<file path="config.mk">
export PLATFORM = sky130hd
export DESIGN_NAME = mbag_front
export DESIGN_NICKNAME = d
export VERILOG_FILES = /design/src/hw/rtl/mbag_pkg.sv /design/src/hw/rtl/mbag_front.sv
export SDC_FILE = /design/constraint.sdc
export NUM_CORES = 1
export LEC_CHECK = 0
export ABC_AREA = 1
export BUFFER_PORTS_ARGS = -buffer_cell sky130_fd_sc_hd__buf_4
export CAP_MARGIN = 5
export CORE_MARGIN = 4
export CORE_UTILIZATION = 65
export CTS_CLUSTER_DIAMETER = 100
export DETAILED_ROUTE_END_ITERATION = 8
export PLACE_DENSITY = 0.88
export SLEW_MARGIN = 30
export SYNTH_ARGS = -nofsm -noshare
export SYNTH_HDL_FRONTEND = slang
export SYNTH_SLANG_ARGS = --single-unit
</file>
<file path="constraint.sdc">
create_clock -name clk -period 3.1 [get_ports clk]
set_input_delay 0.62 -clock clk [delete_from_list [all_inputs] [get_ports clk]]
set_output_delay 0.62 -clock clk [all_outputs]
set_load 0.01 [all_outputs]
</file>
<file path="src/hw/rtl/mbag_pkg.sv">
// ---------------------------------------------------------------------------
// mbag_pkg
// Shared types and constants of the mean-based auto gamma core.
// ---------------------------------------------------------------------------
package mbag_pkg;

    localparam int MAX_PIXELS_LOG2 = 22;
    localparam int CNT_W           = MAX_PIXELS_LOG2 + 1;
    localparam int SUM_W           = MAX_PIXELS_LOG2 + 8;
    localparam int NORM_W          = (SUM_W > 31) ? SUM_W : 31;
    localparam int SHIFT_W         = $clog2(NORM_W);
    localparam int LOG_FRAC_W      = 30;
    localparam int LOG_W           = SHIFT_W + LOG_FRAC_W;

    localparam int PIX_W           = 8;
    localparam int TARGET_W        = 12;
    localparam logic [TARGET_W-1:0] TARGET_RESET = 12'd1434;

    localparam int GAMMA_W         = 16;
    localparam int GAMMA_FRAC_W    = 12;
    localparam logic [GAMMA_W-1:0] GAMMA_MAX = 16'hFFFF;
    localparam int A_W             = 34;
    localparam int DIV_W           = A_W + GAMMA_FRAC_W + 1;

    localparam int FIX_W           = 32;
    localparam int LUT_DEPTH       = 256;
    localparam int LUT_ADDR_W      = $clog2(LUT_DEPTH);

    localparam int Q_DEPTH         = 4;
    localparam int Q_IDX_W         = $clog2(Q_DEPTH);

    localparam logic KIND_MEASURE  = 1'b0;
    localparam logic KIND_CORRECT  = 1'b1;

    typedef struct packed {
        logic             kind;
        logic [PIX_W-1:0] in_blue;
        logic [PIX_W-1:0] in_green;
        logic [PIX_W-1:0] in_red;
        logic             is_last;
    } in_item_t;

    typedef struct packed {
        logic [PIX_W-1:0] out_blue;
        logic [PIX_W-1:0] out_green;
        logic [PIX_W-1:0] out_red;
        logic             out_last;
    } out_item_t;

    typedef struct packed {
        logic [PIX_W-1:0] blue;
        logic [PIX_W-1:0] green;
        logic [PIX_W-1:0] red;
        logic             last;
    } pix_t;

    typedef struct packed {
        logic                  we;
        logic [LUT_ADDR_W-1:0] addr;
        logic [PIX_W-1:0]      data;
    } lut_wr_t;

    typedef struct packed {
        logic             start;
        logic [SUM_W-1:0] sum;
        logic [CNT_W-1:0] count;
    } solve_req_t;

    typedef struct packed {
        logic busy;
        logic done;
        logic gamma_zero;
    } solve_stat_t;

endpackage

</file>
<file path="src/hw/rtl/mbag_front.sv">
// ---------------------------------------------------------------------------
// mbag_front
// Accepts beats, accumulates gray statistics and hands the end of a
// measure pass to the solver.
// ---------------------------------------------------------------------------
module mbag_front
    import mbag_pkg::*;
(
    input  logic        clk,
    input  logic        rst_n,
    input  logic        start,
    input  in_item_t    item,
    output logic        busy,
    input  logic        drained,
    input  logic        q_full,
    output logic        push,
    output pix_t        push_data,
    output solve_req_t  req,
    input  solve_stat_t stat
);

    typedef enum logic [2:0] {
        F_RUN   = 3'b001,
        F_DRAIN = 3'b010,
        F_SOLVE = 3'b100
    } front_state_t;

    front_state_t     state_reg;
    logic             mv_reg;
    logic             ml_reg;
    logic [PIX_W-1:0] gray_reg;
    logic [SUM_W-1:0] sum_reg;
    logic [CNT_W-1:0] count_reg;
    logic             accept;
    logic [22:0]      gray_full;

    assign busy   = (state_reg != F_RUN) || (mv_reg && ml_reg) || q_full;
    assign accept = start && !busy;
    assign push   = accept && (item.kind == KIND_CORRECT);

    assign push_data.blue  = item.in_blue;
    assign push_data.green = item.in_green;
    assign push_data.red   = item.in_red;
    assign push_data.last  = item.is_last;

    assign req.start = (state_reg == F_DRAIN) && drained;
    assign req.sum   = sum_reg;
    assign req.count = count_reg;

    assign gray_full = 23'd1868 * {15'd0, item.in_blue}
                     + 23'd9617 * {15'd0, item.in_green}
                     + 23'd4899 * {15'd0, item.in_red}
                     + 23'd8192;

    always_ff @(posedge clk)
    begin
        gray_reg <= gray_full[21:14];
        ml_reg   <= item.is_last;
    end

    always_ff @(posedge clk or negedge rst_n)
    begin
        if (!rst_n)
        begin
            state_reg <= F_RUN;
            mv_reg    <= 1'b0;
            sum_reg   <= '0;
            count_reg <= '0;
        end
        else
        begin
            mv_reg <= accept && (item.kind == KIND_MEASURE);
            // Once the count reaches its limit, further pixels are left out.
            if (mv_reg && !count_reg[CNT_W-1])
            begin
                sum_reg   <= sum_reg + SUM_W'(gray_reg);
                count_reg <= count_reg + 1'b1;
            end
            unique case (state_reg)
                F_RUN:
                begin
                    if (mv_reg && ml_reg)
                    begin
                        state_reg <= F_DRAIN;
                    end
                end
                F_DRAIN:
                begin
                    if (drained)
                    begin
                        sum_reg   <= '0;
                        count_reg <= '0;
                        state_reg <= F_SOLVE;
                    end
                end
                F_SOLVE:
                begin
                    if (stat.done)
                    begin
                        state_reg <= F_RUN;
                    end
                end
                default:
                begin
                    state_reg <= F_RUN;
                end
            endcase
        end
    end

endmodule

</file>
==> reports/summary.json <==
{
  "outcome": {
    "outcome": "finished with violations",
    "failed_checks": "negative setup slack"
  },
  "critical_path": {
    "slowest_stage": "fa_2",
    "timing.critical_path.fanout_max": 4,
    "cp-start-kind": "input pin",
    "largest_stage_delay_on_the_critical_path_ns": 0.60,
    "reg_to_reg_end": "sum_reg[24]",
    "worst-setup-path-type": "input pin to register",
    "cp_data_required_time_ns": 3.38,
    "setup.reg_to_reg.worst_slack_ns": 0.96,
    "timing.critical_path.arrival_ns": 6.68,
    "r2r_cells": 10,
    "timing.critical_path.to_type": "register",
    "r2r_start": "sum_reg[0]"
  },
  "detailed_routing": {
    "via_cell_ratio": 5.72,
    "detail_route.first_pass.iterations": 5,
    "met3RoutedLength_mm": 2.01,
    "detail_route.drc_violations": 0,
    "top_layer_used": "met4",
    "routed_wl_mm": 28.9,
    "routed-via-count": 9293,
    "routedWlPerCell_um": 17.8,
    "wire_length_on_met2_mm": 14.4,
    "drtAntennaViolNets": 0,
    "drtIter0Drc": 755,
    "route.layer.met1.wl_mm": 10.8
  },
  "clock_tree": {
    "cts_inserted_buffers": 9,
    "cts-htree-levels": 3,
    "clock_network_latency_to_the_later_pin_of_the_worst_skew_pair_ns": 0.33,
    "cts_tree": "done",
    "cts_hold_buf": 0,
    "cts.clk_slew.worst_paths_ns": 0.06,
    "root_buffer": "clkbuf_16",
    "number_of_buffers_between_clock_root_and_the_deepest_sink": 2,
    "cts_num_sinks": 66
  },
  "sta": {
    "max_freq_ghz": 0.156,
    "timing.clock.skew_ns": 0.00825,
    "final.period_utilization_pct": 206,
    "setup_viols_final": 8,
    "grt_setup_unrepaired": "yes",
    "max-slew-margin-rel_pct": 51.2,
    "slew_of_the_pin_with_the_lowest_slew_margin_ns": 0.732,
    "layout_min_cycle_time_ns": 6.40,
    "hold_violations_final": 0,
    "timing_max_transition_violations_final": 0,
    "layout_setup_ws_ns": -3.30
  },
  "synthesis": {
    "area_fraction_in_compound_gates_after_synthesis_pct": 6.38,
    "yosysUniqueCellTypes": 44,
    "synth-edff-count": 0,
    "synth_adder_area_share_pct": 38.8,
    "synth_simple_gate_area_share_pct": 21.7,
    "postSynthNetCount": 1508,
    "synthMuxAreaShare_pct": 0,
    "synth_sequential_area_ratio_pct": 17.0,
    "ys_warn_count": 0,
    "mappedNetlistArea_um2": 9450,
    "xor_xnor_share_of_the_synthesized_area_pct": 1.95,
    "avgSynthCellArea_um2": 7.66,
    "synth_cells": 1234,
    "synth-seq-cells": 66,
    "synth-main-ff-cell": "dfrtp_1",
    "ffs_w_async_s_r_synth_pct": 86.4,
    "synth_top_family_by_area": "adder cells"
  },
  "floorplanning": {
    "start_util_pct": 67.3,
    "pin_count": 115,
    "placementRows": 43,
    "die_height_um": 129,
    "die_width_um": 129,
    "core_area_um2": 14000,
    "design.die.area_um2": 16500
  },
  "grt": {
    "grt_remaining_overflow": 0,
    "grt_start_max_net_pins": 58,
    "antenna_found_initial": 0,
    "gr-usage-all-layers_pct": 34.6,
    "first_global_vias": 9646,
    "wire_length_of_the_first_global_routing_pass_mm": 45.5
  },
  "place": {
    "placed_instances": 1604,
    "place.gp.congestion": 0.947,
    "post-dp-hpwl_mm": 21.6,
    "placed_area_um2": 11400,
    "port-buffer-count": 112
  },
  "finish": {
    "design_area_um2": 12100,
    "finalNetCount": 1715,
    "finish.cell_count_without_fillers": 1626,
    "number_of_filler_instances_in_the_final_layout": 788,
    "diodes": 0,
    "area_growth_pct": 28.3,
    "fraction_of_final_layout_cells_sized_beyond_drive_strength_1_pct": 26.1,
    "largest_reg_flops": 30
  },
  "hold_path": {
    "hold_path_class": "input pin to async pin"
  },
  "run": {
    "drv_cap": 0
  }
}
==> final cells by class <==
class / count / area (um^2) / area share, %
inverters: 296 / 1120 / 9.26
repair buffers: 229 / 1760 / 14.5
multi-input cells: 839 / 7110 / 58.6
clock buffers: 10 / 239 / 1.97
clock inverters: 6 / 65.1 / 0.536
flip-flops and latches: 66 / 1610 / 13.3
well taps: 180 / 225 / 1.86
==> Yosys cell counts (2+ instances only) <==
cell type	count	share of area [%]
and2_1	2	0.13
o21a_1	2	0.16
o21bai_1	4	0.32
nor3b_1	2	0.16
buf_4	25	2.0
nand2_1	216	8.6
nand3_1	62	3.3
o211ai_1	4	0.32
o21ai_1	6	0.32
nand2_2	4	0.26
xor2_1	14	1.3
xnor2_1	7	0.65
nand3b_1	2	0.16
nor3_2	2	0.21
nor2_1	117	4.6
nor4_1	3	0.20
a21o_1	3	0.24
a21boi_0	2	0.16
nor3_1	16	0.85
dfxtp_1	9	1.9
dfrtp_1	56	15
ha_1	152	20
inv_1	295	12
buf_2	4	0.21
nor2_2	7	0.46
or2_2	7	0.46
o21ai_0	31	1.6
buf_1	3	0.12
nand4_1	20	1.3
a21oi_1	56	3.0
fa_1	88	19
==> metrics by stage <==
step | setup TNS (ns) | hold WS, ns | setup slack (ns) | util [%]
after floorplan | -23.86 | 0.324 | -3.03 | -
after global placement | -26.63 | 0.502 | -3.45 | 81.3
after detailed placement | -28.53 | 0.509 | -3.64 | 81.3
after CTS | -24.35 | 0.364 | -3.10 | 85.6
after global routing | -26.67 | 0.404 | -3.38 | 86.4
final | -25.69 | 0.340 | -3.30 | 86.4
==> per-layer routing <==
layer / global-route usage (%) / up-vias
met4: 18.7 / 0
met5: 0 / -
met1: 39.9 / 4413
met3: 4.52 / 147
li1: - / 4234
met2: 62.0 / 499
==> repair_timing <==
item                                    4_1_cts  5_1_grt
gates resized for setup                      61       30
pin swaps                                    51       30
buffers inserted                              6        0
endpoints found under the setup margin        8        8
==> worst max path at each step <==
| stage | start | to | slack [ns] | depth (start not counted) |
|---|---|---|---|---|
| after floorplan | item[22] | gray_reg[4] | -3.03 | 32 |
| after global placement | item[19] | gray_reg[5] | -3.45 | 27 |
| after detailed placement | item[19] | gray_reg[6] | -3.64 | 28 |
| after CTS | item[23] | gray_reg[5] | -3.10 | 28 |
| after global routing | item[20] | gray_reg[5] | -3.38 | 29 |
| final | item[20] | gray_reg[5] | -3.30 | 29 |
==> cells in the final DEF (no fill, tap or decap), drive strengths merged <==
cell type	n
nand3b	3
a2bb2oi	1
dfrtp	56
nand2	221
a211oi	1
clkinv	4
clkinvlp	1
nor3b	2
ha	152
dfxtp	9
a21boi	2
bufinv	1
clkbuf	10
nor3	19
xor2	14
nand3	63
dfstp	1
buf	229
o21a	2
nand4	21
xnor2	7
or2	7
inv	296
fa	88
nor2	125
o211ai	4
o21bai	4
a21oi	56
a21o	3
and2	2
o21ai	38
nor4	4
==> kinds of logic after synthesis <==
family                     Yosys count
adders and majority gates          240
DFF                                 66
AOI/OAI and AO/OA                  111
buffers and inverters              329
xor gates and xnor gates            21
and+or+nand+nor                    467
==> critical path, delay by kind of cell <==
kind / cells / cell delay, ns
adders and majority gates: 11 / 4.45
buffers and inverters: 8 / 0.46
AOI/OAI and AO/OA: 1 / 0.17
and+or+nand+nor: 9 / 0.95
Power is not shown: default switching activity piles up to over one toggle a cycle in this logic, so the estimate is an artifact.
