## src/hw/rtl/mbag_pkg.sv

```systemverilog
// ---------------------------------------------------------------------------
// mbag_pkg
// Shared types and constants of the mean-based auto gamma core.
// ---------------------------------------------------------------------------
package mbag_pkg;

    localparam int MAX_PIXELS_LOG2 = 22;
    localparam int CNT_W           = MAX_PIXELS_LOG2 + 1;
    localparam int SUM_W           = MAX_PIXELS_LOG2 + 8;
    localparam int NORM_W          = (SUM_W > 31) ? SUM_W : 31;
    localparam int SHIFT_W         = $clog2(NORM_W);
    localparam int LOG_FRAC_W      = 30;
    localparam int LOG_W           = SHIFT_W + LOG_FRAC_W;

    localparam int PIX_W           = 8;
    localparam int TARGET_W        = 12;
    localparam logic [TARGET_W-1:0] TARGET_RESET = 12'd1434;

    localparam int GAMMA_W         = 16;
    localparam int GAMMA_FRAC_W    = 12;
    localparam logic [GAMMA_W-1:0] GAMMA_MAX = 16'hFFFF;
    localparam int A_W             = 34;
    localparam int DIV_W           = A_W + GAMMA_FRAC_W + 1;

    localparam int FIX_W           = 32;
    localparam int LUT_DEPTH       = 256;
    localparam int LUT_ADDR_W      = $clog2(LUT_DEPTH);

    localparam int Q_DEPTH         = 4;
    localparam int Q_IDX_W         = $clog2(Q_DEPTH);

    localparam logic KIND_MEASURE  = 1'b0;
    localparam logic KIND_CORRECT  = 1'b1;

    typedef struct packed {
        logic             kind;
        logic [PIX_W-1:0] in_blue;
        logic [PIX_W-1:0] in_green;
        logic [PIX_W-1:0] in_red;
        logic             is_last;
    } in_item_t;

    typedef struct packed {
        logic [PIX_W-1:0] out_blue;
        logic [PIX_W-1:0] out_green;
        logic [PIX_W-1:0] out_red;
        logic             out_last;
    } out_item_t;

    typedef struct packed {
        logic [PIX_W-1:0] blue;
        logic [PIX_W-1:0] green;
        logic [PIX_W-1:0] red;
        logic             last;
    } pix_t;

    typedef struct packed {
        logic                  we;
        logic [LUT_ADDR_W-1:0] addr;
        logic [PIX_W-1:0]      data;
    } lut_wr_t;

    typedef struct packed {
        logic             start;
        logic [SUM_W-1:0] sum;
        logic [CNT_W-1:0] count;
    } solve_req_t;

    typedef struct packed {
        logic busy;
        logic done;
        logic gamma_zero;
    } solve_stat_t;

endpackage

```

## src/hw/rtl/mbag_fifo.sv

```systemverilog
// ---------------------------------------------------------------------------
// mbag_fifo
// Short queue of correct pixels between the front and the back.
// ---------------------------------------------------------------------------
module mbag_fifo
    import mbag_pkg::*;
(
    input  logic clk,
    input  logic rst_n,
    input  logic push,
    input  pix_t push_data,
    input  logic pop,
    output pix_t head,
    output logic empty,
    output logic full
);

    pix_t               mem_reg [Q_DEPTH];
    logic [Q_IDX_W-1:0] wr_ptr_reg;
    logic [Q_IDX_W-1:0] rd_ptr_reg;
    logic [Q_IDX_W:0]   cnt_reg;

    assign head  = mem_reg[rd_ptr_reg];
    assign empty = (cnt_reg == '0);
    assign full  = (cnt_reg == (Q_IDX_W + 1)'(Q_DEPTH));

    always_ff @(posedge clk)
    begin
        if (push)
        begin
            mem_reg[wr_ptr_reg] <= push_data;
        end
    end

    always_ff @(posedge clk or negedge rst_n)
    begin
        if (!rst_n)
        begin
            wr_ptr_reg <= '0;
            rd_ptr_reg <= '0;
            cnt_reg    <= '0;
        end
        else
        begin
            if (push)
            begin
                wr_ptr_reg <= wr_ptr_reg + 1'b1;
            end
            if (pop)
            begin
                rd_ptr_reg <= rd_ptr_reg + 1'b1;
            end
            if (push && !pop)
            begin
                cnt_reg <= cnt_reg + 1'b1;
            end
            else if (pop && !push)
            begin
                cnt_reg <= cnt_reg - 1'b1;
            end
        end
    end

endmodule

```

## config.mk

```make
export PLATFORM = sky130hd
export DESIGN_NAME = mbag_fifo
export DESIGN_NICKNAME = d
export VERILOG_FILES = /design/src/hw/rtl/mbag_pkg.sv /design/src/hw/rtl/mbag_fifo.sv
export SDC_FILE = /design/constraint.sdc
export NUM_CORES = 1
export LEC_CHECK = 0
export BUFFER_PORTS_ARGS = -buffer_cell sky130_fd_sc_hd__clkbuf_2
export CAP_MARGIN = 20
export CORE_MARGIN = 2
export CORE_UTILIZATION = 50
export DETAILED_ROUTE_END_ITERATION = 8
export PLACE_DENSITY = 0.73
export SYNTH_ARGS = -nofsm -noshare
export SYNTH_HDL_FRONTEND = slang
export SYNTH_SLANG_ARGS = --single-unit
```

## constraint.sdc

```tcl
create_clock -name clk -period 1.74 [get_ports clk]
set_clock_uncertainty 0.2 [all_clocks]
set_input_delay 0.174 -clock clk [delete_from_list [all_inputs] [get_ports clk]]
set_output_delay 0.174 -clock clk [all_outputs]
set_load 0.01 [all_outputs]
```

==> run summary, run 1 <==
vias in the first global route -> 2076
number of post-CTS setup repair buffers -> 0
Critical Path Sink Type -> output port
Pwr Density -> 1490 nW/µm²
status -> finished with violations
aggregate global-route resource usage -> 16.6%
flop2flop setup slack -> 0.13 ns
top layer in use -> met4
fill count -> 537
CTS max path bufs -> 2
height of the die -> 94.0 µm
Rel. slew slack -> 74.7%
starting density of the core -> 52.1%
CP max stage delay -> 0.52 ns
Yosys reg bits -> 107
commonest non-fill, non-tap cell in the layout -> edfxtp_1
met3 routed WL -> 284 µm
reg-to-reg startpoint -> cnt_reg[0]
worst-path fanout max -> 13
met2 wire len -> 3590 µm
Multi-input gate area -> 769 µm²
DIE AREA -> 8830 µm²
num ports -> 56
number of cell rows -> 32
Detail Route Antenna Nets -> 0
Iteration-0 DRC Markers -> 81
final wirelength -> 6680 µm
syn nets -> 200
final hold violation count -> 0
Syn-to-layout area delta -> 24.0%
clock transition at the registers of the reported paths -> 0.09 ns
nets -> 302
final routed DRC violation total -> 0
critical path class -> flop to output port
Worst VDD drop -> 0.590 mV
startpoint type of the worst setup path -> flop
Tcrit/Tclk final -> 116%
total CTS buffers -> 9
DIE WIDTH -> 94.0 µm
reg2reg end -> cnt_reg[2]
Distinct cells, synth -> 19
Post-Syn Area per Cell -> 24.5 µm²
Worst-Skew Late Latency -> 0.35 ns
Vias/cell -> 5.21
first-pass GRT wire length -> 10600 µm
Diodes inserted -> 0
Max Cap Violations -> 0
routed length per instance -> 17.9 µm
Arrival @ worst endpoint -> 1.65 ns
worst setup margin -> -0.279 ns
worst path required time -> 1.37 ns
Clock Root Buffer -> clkbuf_8
Lkg Pwr -> 1.80 nW
Worst path slowest cell -> mux4_2
grt total ovfl -> 0
failing checks -> negative setup slack
max FFs per register -> 100
Cell Area, Placed -> 4580 µm²
register area share after synthesis -> 78.5%
Worst Setup EP -> head[2]
Tightest Pin Transition -> 0.379 ns
Core Area -> 7770 µm²
Initial DRT Pass Iterations -> 4
Post-Syn Instances -> 165
CTS tree -> built
synthesized area -> 4050 µm²
fin crit period -> 2.02 ns
crit path buf inv count -> 2
Final setup viols -> 25
Via Count -> 1948
RSZ-0062 raised after global routing -> yes
max-slew violations -> 0
largest net degree at the start of global routing -> 26
initial antenna violation count -> 0
Hold/Removal Path Class -> input port to flop
Power Total -> 7.46 mW
Synth warnings -> 0
Finished Cell Area -> 5020 µm²
Top Family by Delay on Critical Path -> multiplexers
Final Wtd Congestion -> 0.672
DPL Wire Length -> 4200 µm
Reg area -> 3180 µm²
commonest non-fill, non-tap cells in the layout -> edfxtp_1 (100), clkbuf_2 (55), dlygate4sd3_1 (29)
met1 wire length -> 2690 µm
fmax -> 495 MHz
Core Util, Final -> 64.7%
FF-to-FF path depth -> 4
Worst path depth -> 3
CP Launch Point -> rd_ptr_reg[0]
Sink Count -> 107
number of H-tree levels -> 3
CP cell instances -> buf_12 -> mux4_2 -> clkbuf_2
share of cells above drive strength 1 -> 41.9%
port bufs -> 55
## report_power, final
part,leakage (nW),total [mW],internal (mW),switching [mW]
sequential,1.00,3.56,3.38,0.181
clock,0.0852,1.34,0.530,0.813
combinational,0.717,2.56,1.34,1.22
## synth_stat cells
cell type  instances  share of area [%]
and2_1             4               0.62
buf_12             2               0.99
buf_2              3               0.37
buf_6              1               0.28
dfrtp_1            7                4.3
edfxtp_1         100                 74
fa_1               1               0.49
ha_1               5                1.5
inv_1              4               0.37
mux2_2             1               0.28
mux4_1             7                4.5
mux4_2            18                 10
nand2_1            2               0.19
nor2_1             1              0.093
nor3_1             1               0.12
nor3b_1            1               0.19
o21ai_0            1               0.12
xnor2_1            2               0.43
xor2_1             4               0.87
## kinds of logic after synthesis
group / share of synthesized area, %
flops: 78.5
xor+xnor: 1.30
buf+inv: 2.01
simple gates: 1.21
compound gates: 0.123
mux: 14.8
fa+ha+maj: 2.04
## worst min-delay path: stages
cell	delay, ns
clkbuf_2	0.09
inv_1	0.04
ha_1	0.18
xnor2_1	0.08
## area by class of cell
class | count | share of cell area [%]
timing repair buffer | 97 | 15.0
multi-input combinational | 48 | 15.3
clock inverter | 7 | 1.05
inverter | 4 | 0.299
sequential | 107 | 63.3
tap | 102 | 2.54
clock buffer | 9 | 2.47
## through the flow
stage                     setup TNS [ns]  setup WS (ns)  hold slack (ns)  instances
after detailed placement               0         0.0527           -0.176        329
final                              -6.13         -0.279           0.0433        374
after CTS                          -7.04         -0.328           0.0213        374
after global placement                 0         0.0473           -0.177        329
after floorplan                        0          0.165           -0.322        165
after global routing               -7.69         -0.343           0.0712        374
## timing repair
| item | 4_1_cts | 5_1_grt |
|---|---|---|
| endpoints found under the hold margin | 111 | 0 |
| gates resized for setup | 8 | 1 |
| pin swaps | 0 | 0 |
| endpoints found under the setup margin | 25 | 42 |
| hold buffers | 29 | 0 |
## worst min-delay path by stage
stage	endpoint	start	slack, ns	cells past startpoint
after global routing	cnt_reg[0]	push	0.07	3
after detailed placement	cnt_reg[2]	rst_n	-0.18	1
final	cnt_reg[0]	pop	0.04	4
after CTS	cnt_reg[0]	pop	0.02	4
after global placement	cnt_reg[2]	rst_n	-0.18	1
after floorplan	cnt_reg[0]	rst_n	-0.32	0
## routing by layer
metal	up-vias	track usage, %
li1	882	-
met1	1006	20.9
met2	50	28.3
met3	10	2.89
met4	0	7.97
met5	-	0
No activity file was read; power rests on OpenSTA's default activity.
==> run 2: changes to the inputs <==
Settings changed: ABC_AREA set to 1, PLACE_DENSITY 0.73 to 0.72.
==> run summary, run 2 <==
largest net degree at the start of global routing -> 61 (+130%)
Vias/cell -> 4.96 (-4.7%)
critical path class -> flop to output port
Yosys top cell by area -> edfxtp_1
top post-synthesis cells by count -> edfxtp_1 (100), nand2_1 (88), inv_1 (61), o211ai_1 (50), buf_2 (8)
top cells by area, synth -> edfxtp_1 (69%), o211ai_1 (8.6%), nand2_1 (7.6%), inv_1 (5.2%), dfrtp_1 (4.0%)
post-synth top area share -> 68.7% (-5.5 points)
nets -> 466 (+54%)
CTS tree -> built
switching power -> 2.93 mW (+32%)
status -> finished with violations
Comb power frac -> 37.5% (+3.2 points)
Post-Syn Area per Cell -> 12.9 µm² (-47%)
grt total ovfl -> 0 (unchanged)
Iteration-0 DRC Markers -> 151 (+86%)
Lkg Pwr -> 2.22 nW (+23%)
initial antenna violation count -> 0 (unchanged)
worst setup margin -> -0.211 ns (+0.0681 ns)
Pwr Density -> 1540 nW/µm² (+3.4%)
Detail Route Antenna Nets -> 0 (unchanged)
syn nets -> 374 (+87%)
commonest non-fill, non-tap cells in the layout -> edfxtp_1 (100), nand2_1 (88), inv_1 (59)
Post-synth EDFFs -> 100 (unchanged)
synthesized area -> 4370 µm² (+7.9%)
share of cells above drive strength 1 -> 20.9% (-21 points)
Diodes inserted -> 0 (unchanged)
Post-Syn Instances -> 339 (+110%)
Final Wtd Congestion -> 0.741 (+10%)
Tightest Pin Transition -> 0.368 ns (-0.0107 ns)
CTS max path bufs -> 2 (unchanged)
commonest non-fill, non-tap cell in the layout -> edfxtp_1
aggregate global-route resource usage -> 17.2% (+0.59 points)
DIE AREA -> 9500 µm² (+7.6%)
DIE WIDTH -> 97.5 µm (+3.7%)
DPL Wire Length -> 4760 µm (+13%)
most common cell in the synthesized netlist -> edfxtp_1
Core Area -> 8590 µm² (+11%)
first-pass GRT wire length -> 12600 µm (+18%)
Sink Count -> 107 (unchanged)
Core Util, Final -> 62.2% (-2.5 points)
final routed DRC violation total -> 0 (unchanged)
worst-path fanout max -> 30 (+17)
startpoint type of the worst setup path -> flop
Flop pwr share -> 43.8% (-3.9 points)
Distinct cells, synth -> 18 (-1)
vias in the first global route -> 2607 (+26%)
final hold violation count -> 0 (unchanged)
port bufs -> 55 (unchanged)
fmax -> 513 MHz (+3.5%)
Synth warnings -> 0 (unchanged)
Worst VDD drop -> 0.656 mV (+11%)
Yosys reg bits -> 107 (unchanged)
Initial DRT Pass Iterations -> 4 (unchanged)
net switching share of the total power -> 35.7% (+6.0 points)
total CTS buffers -> 9 (unchanged)
num ports -> 56 (unchanged)
Rel. slew slack -> 75.4% (+0.63 points)
height of the die -> 97.5 µm (+3.7%)
starting density of the core -> 50.9% (-1.3 points)
Tcrit/Tclk final -> 112% (-3.9 points)
clock power share -> 18.7% (+0.7 points)
Worst-Skew Late Latency -> 0.36 ns (about the same)
Via Count -> 2699 (+39%)
Hold/Removal Path Class -> input port to flop
Async SR Flop Fraction -> 6.54% (unchanged)
Post-synth top flop -> edfxtp_1
fin crit period -> 1.95 ns (-0.0681 ns)
TNS Setup -> -3.51 ns (+2.62 ns)
worst path required time -> 1.37 ns (about the same)
final wirelength -> 7960 µm (+19%)
Clock Root Buffer -> clkbuf_8
routed length per instance -> 14.6 µm (-18%)
Int Power -> 5.28 mW (+0.57%)
register area share after synthesis -> 72.7% (-5.8 points)
clock transition at the registers of the reported paths -> 0.09 ns (about the same)
number of cell rows -> 34 (+6.3%)
Syn-to-layout area delta -> 22.2%
failing checks -> negative setup slack
number of H-tree levels -> 3 (unchanged)
RSZ-0062 raised after global routing -> yes
max FFs per register -> 100 (unchanged)
Final setup viols -> 25 (unchanged)
Critical Path Sink Type -> output port
max-slew violations -> 0 (unchanged)
Max Cap Violations -> 0 (unchanged)
Arrival @ worst endpoint -> 1.58 ns (-0.07 ns)
[run 2: timing repair]
item                                   4_1_cts  5_1_grt
endpoints found under the hold margin      111        0
setup endpoints to repair                   25       26
pin swaps                                   14        5
setup buffers                                1        0
resized for setup                            3        6
cloned                                       0        1
hold buffers                                29        0
[run 2: stage by stage]
step	hold slack (ns)	total power [mW]	worst slack (ns)	std cells	instance area (µm²)
CTS	0.0676	8.18	-0.208	544	5310
finish	0.0758	8.21	-0.211	544	5340
global route	0.0884	8.77	-0.288	544	5340
floorplan	-0.322	5.54	0.0126	339	4380
global placement	-0.170	6.46	0.161	498	4790
detailed placement	-0.171	6.55	0.134	498	4790
[run 2: worst max-delay path: stages, from the launching register on]
cell and delay [ns]:
dfrtp_4 0.55, clkbuf_16 0.22, o211ai_1 0.23, nand2_1 0.09, clkbuf_2 0.13
[run 2: power groups by stage]
stage	combinational, mW	sequential [mW]	clock (mW)
after floorplan	1.98	3.57	0
after global placement	2.85	3.61	0
after detailed placement	2.91	3.63	0
after CTS	3.03	3.58	1.57
after global routing	3.44	3.65	1.68
final	3.08	3.59	1.53
[run 2: worst paths after layout]
check | startpoint | endpoint | slack, ns | depth (start not counted)
worst max-delay path | rd_ptr_reg[0] | head[4] | -0.21 | 4
worst min-delay path | push | cnt_reg[0] | 0.08 | 3
worst max register to register | wr_ptr_reg[0] | mem_reg[2][4] | 0.15 | 5
worst min register to register | cnt_reg[2] | cnt_reg[2] | 0.31 | 2
max in group asynchronous | rst_n | rd_ptr_reg[0] | 0.45 | 3
min in group asynchronous | rst_n | wr_ptr_reg[1] | 0.59 | 3
[run 2: cell type report]
type | instances | area, µm²
flip-flops and latches | 107 | 3180
fillers | 654 | 3250
clock inverters | 7 | 81.3
clock buffers | 9 | 124
repair buffers | 98 | 723
inverters | 62 | 243
multi-input cells | 153 | 855
well taps | 108 | 135
[run 2: metal layers]
metal	track usage (%)	vias to the layer above	wire, µm
li1	-	1342	-
met3	4.39	15	386
met1	22.1	1266	3460
met4	7.59	0	184
met2	28.0	76	3930
met5	0	-	0
[run 2: logic make-up after synthesis]
logic type                 Yosys count  synth area share [%]
buffers and inverters               79                  7.84
DFF                                107                  72.7
and+or+nand+nor                     92                  8.04
xor gates and xnor gates             4                 0.802
AOI/OAI and AO/OA                   51                  8.70
adders and majority gates            6                  1.89
==> run 3: changes to the inputs <==
Settings changed: GPL_TIMING_DRIVEN set to 0, PLACE_DENSITY 0.72 to not set, PLACE_DENSITY_LB_ADDON set to 0.08.
==> run summary, run 3 (synthesis results as in run 2) <==
switching power -> 3.04 mW (+3.8%)
max FFs per register -> 100 (unchanged)
DPL Wire Length -> 5180 µm (+8.8%)
met2 wire len -> 4400 µm (+12%)
Clock Root Buffer -> clkbuf_8
Pwr Density -> 1550 nW/µm² (+1.0%)
fmax -> 530 MHz (+3.5%)
starting density of the core -> 50.9% (unchanged)
port bufs -> 55 (unchanged)
Int Power -> 5.52 mW (+4.6%)
Worst-Skew Late Latency -> 0.36 ns (about the same)
final hold violation count -> 0 (unchanged)
height of the die -> 97.5 µm (unchanged)
fin crit period -> 1.89 ns (-0.0654 ns)
Diodes inserted -> 0 (unchanged)
Core Area -> 8590 µm² (unchanged)
Vias/cell -> 4.96 (about the same)
Tightest Pin Transition -> 0.350 ns (-0.0179 ns)
CTS max path bufs -> 2 (unchanged)
startpoint type of the worst setup path -> flop
num ports -> 56 (unchanged)
commonest non-fill, non-tap cells in the layout -> edfxtp_1 (100), nand2_1 (85), inv_1 (57)
status -> finished with violations
Iteration-0 DRC Markers -> 138 (-8.6%)
Arrival @ worst endpoint -> 1.51 ns (-0.07 ns)
CP cell instances -> buf_6 -> buf_4 -> nand2_1 -> o211ai_1 -> nand2_1 -> clkbuf_2
cell repeated most along the worst path -> nand2_1
Flop pwr share -> 41.4% (-2.4 points)
Max Cap Violations -> 0 (unchanged)
Detail Route Antenna Nets -> 0 (unchanged)
largest net degree at the start of global routing -> 18 (-70%)
Final Wtd Congestion -> 0.783 (+5.6%)
Core Util, Final -> 64.2% (+2.0 points)
Hold/Removal Path Class -> input port to flop
final routed DRC violation total -> 0 (unchanged)
Syn-to-layout area delta -> 26.2%
worst-path fanout max -> 10 (-67%)
Final setup viols -> 25 (unchanged)
final hold slack -> 0.0586 ns (-0.0172 ns)
Sink Count -> 107 (unchanged)
clock transition at the registers of the reported paths -> 0.09 ns (about the same)
Critical Path Sink Type -> output port
Cell Area, Placed -> 4840 µm² (+1.0%)
RSZ-0062 raised after global routing -> yes
final wirelength -> 8710 µm (+9.4%)
Worst VDD drop -> 0.856 mV (+31%)
initial antenna violation count -> 0 (unchanged)
worst setup margin -> -0.146 ns (+0.0654 ns)
DIE WIDTH -> 97.5 µm (unchanged)
DIE AREA -> 9500 µm² (unchanged)
number of H-tree levels -> 3 (unchanged)
top layer in use -> met4
net switching share of the total power -> 35.5% (-0.18 points)
worst path required time -> 1.37 ns (about the same)
CP max stage delay -> 0.39 ns (-0.16 ns)
grt total ovfl -> 0 (unchanged)
max-slew violations -> 0 (unchanged)
Rel. slew slack -> 76.6% (+1.2 points)
Power Total -> 8.56 mW (+4.3%)
vias in the first global route -> 2762 (+5.9%)
met3 routed WL -> 340 µm (-12%)
clock power share -> 17.4% (-1.3 points)
Via Count -> 2777 (+2.9%)
first-pass GRT wire length -> 13800 µm (+9.9%)
met1 wire length -> 3820 µm (+10%)
Tcrit/Tclk final -> 108% (-3.8 points)
aggregate global-route resource usage -> 19.3% (+2.1 points)
Finished Cell Area -> 5520 µm² (+3.3%)
total CTS buffers -> 9 (unchanged)
CTS tree -> built
share of cells above drive strength 1 -> 23.2% (+2.4 points)
commonest non-fill, non-tap cell in the layout -> edfxtp_1
number of cell rows -> 34 (unchanged)
Comb power frac -> 41.3% (+3.8 points)
critical path class -> flop to output port
nets -> 482 (+3.4%)
failing checks -> negative setup slack
Lkg Pwr -> 2.29 nW (+2.9%)
Initial DRT Pass Iterations -> 4 (unchanged)
Worst path slowest cell -> dfrtp_1
routed length per instance -> 15.6 µm (+6.3%)
==> run 3: changes by cell type in the layout (fill, tap and decap cells not counted), sizes merged <==
cell | previous run | this run
clkbuf | 61 | 68
clkinvlp | 2 | 6
inv | 64 | 58
dlymetal6s4s | 0 | 1
buf | 17 | 27
==> run 3: layout make-up <==
cell class	instances	area, µm²
clock buffer	13	149
inverter	62	255
sequential	107	3180
multi-input combinational	153	860
timing repair buffer	95	721
fill	676	3080
tap	108	135
timing repair inverter	2	15.0
clock inverter	3	40.0
buffer	17	164
==> run 3: stage by stage <==
step	instances	setup WS [ns]	TNS, ns
finish	560	-0.146	-2.47
floorplan	339	0.0126	0
detailed placement	504	-0.257	-14.42
global placement	502	-0.414	-32.03
global route	560	-0.235	-4.76
CTS	559	-0.155	-3.20
==> run 3: what timing repair did <==
action,4_1_cts,5_1_grt
endpoints found under the hold margin,110,1
gates cloned,2,0
setup endpoints to repair,109,90
gates resized for setup,22,6
setup buffers,8,1
pin swaps,3,16
hold buffers,29,1
==> run 3: worst max-delay path, delay by kind of cell (launching register included) <==
kind / cells / cell delay (ns)
flip-flops: 1 / 0.39
AND/OR/NAND/NOR: 2 / 0.17
AO/OA/AOI/OAI: 1 / 0.09
buffers and inverters: 3 / 0.51
==> run 3: power groups by stage <==
stage / Combinational [mW] / Clock (mW) / Sequential (mW)
global route: 3.94 / 1.62 / 3.59
detailed placement: 3.19 / 0 / 3.61
floorplan: 1.98 / 0 / 3.57
finish: 3.53 / 1.49 / 3.54
CTS: 3.57 / 1.51 / 3.55
global placement: 3.07 / 0 / 3.60
==> run 3: final timing paths <==
| kind | startpoint | end | slack, ns | cells past startpoint |
|---|---|---|---|---|
| setup / recovery | rd_ptr_reg[0] | head[23] | -0.15 | 6 |
| hold / removal | pop | rd_ptr_reg[1] | 0.06 | 3 |
| setup reg to reg | wr_ptr_reg[0] | mem_reg[0][8] | 0.14 | 5 |
| hold reg to reg | cnt_reg[2] | cnt_reg[2] | 0.32 | 2 |
| max in group asynchronous | rst_n | rd_ptr_reg[1] | 0.51 | 3 |
| min in group asynchronous | rst_n | cnt_reg[2] | 0.56 | 3 |
==> run 3: metal layers <==
metal	global-route usage, %	vias up
met5	0	-
met4	7.59	0
met3	3.24	11
met2	32.9	52
met1	24.8	1336
li1	-	1378
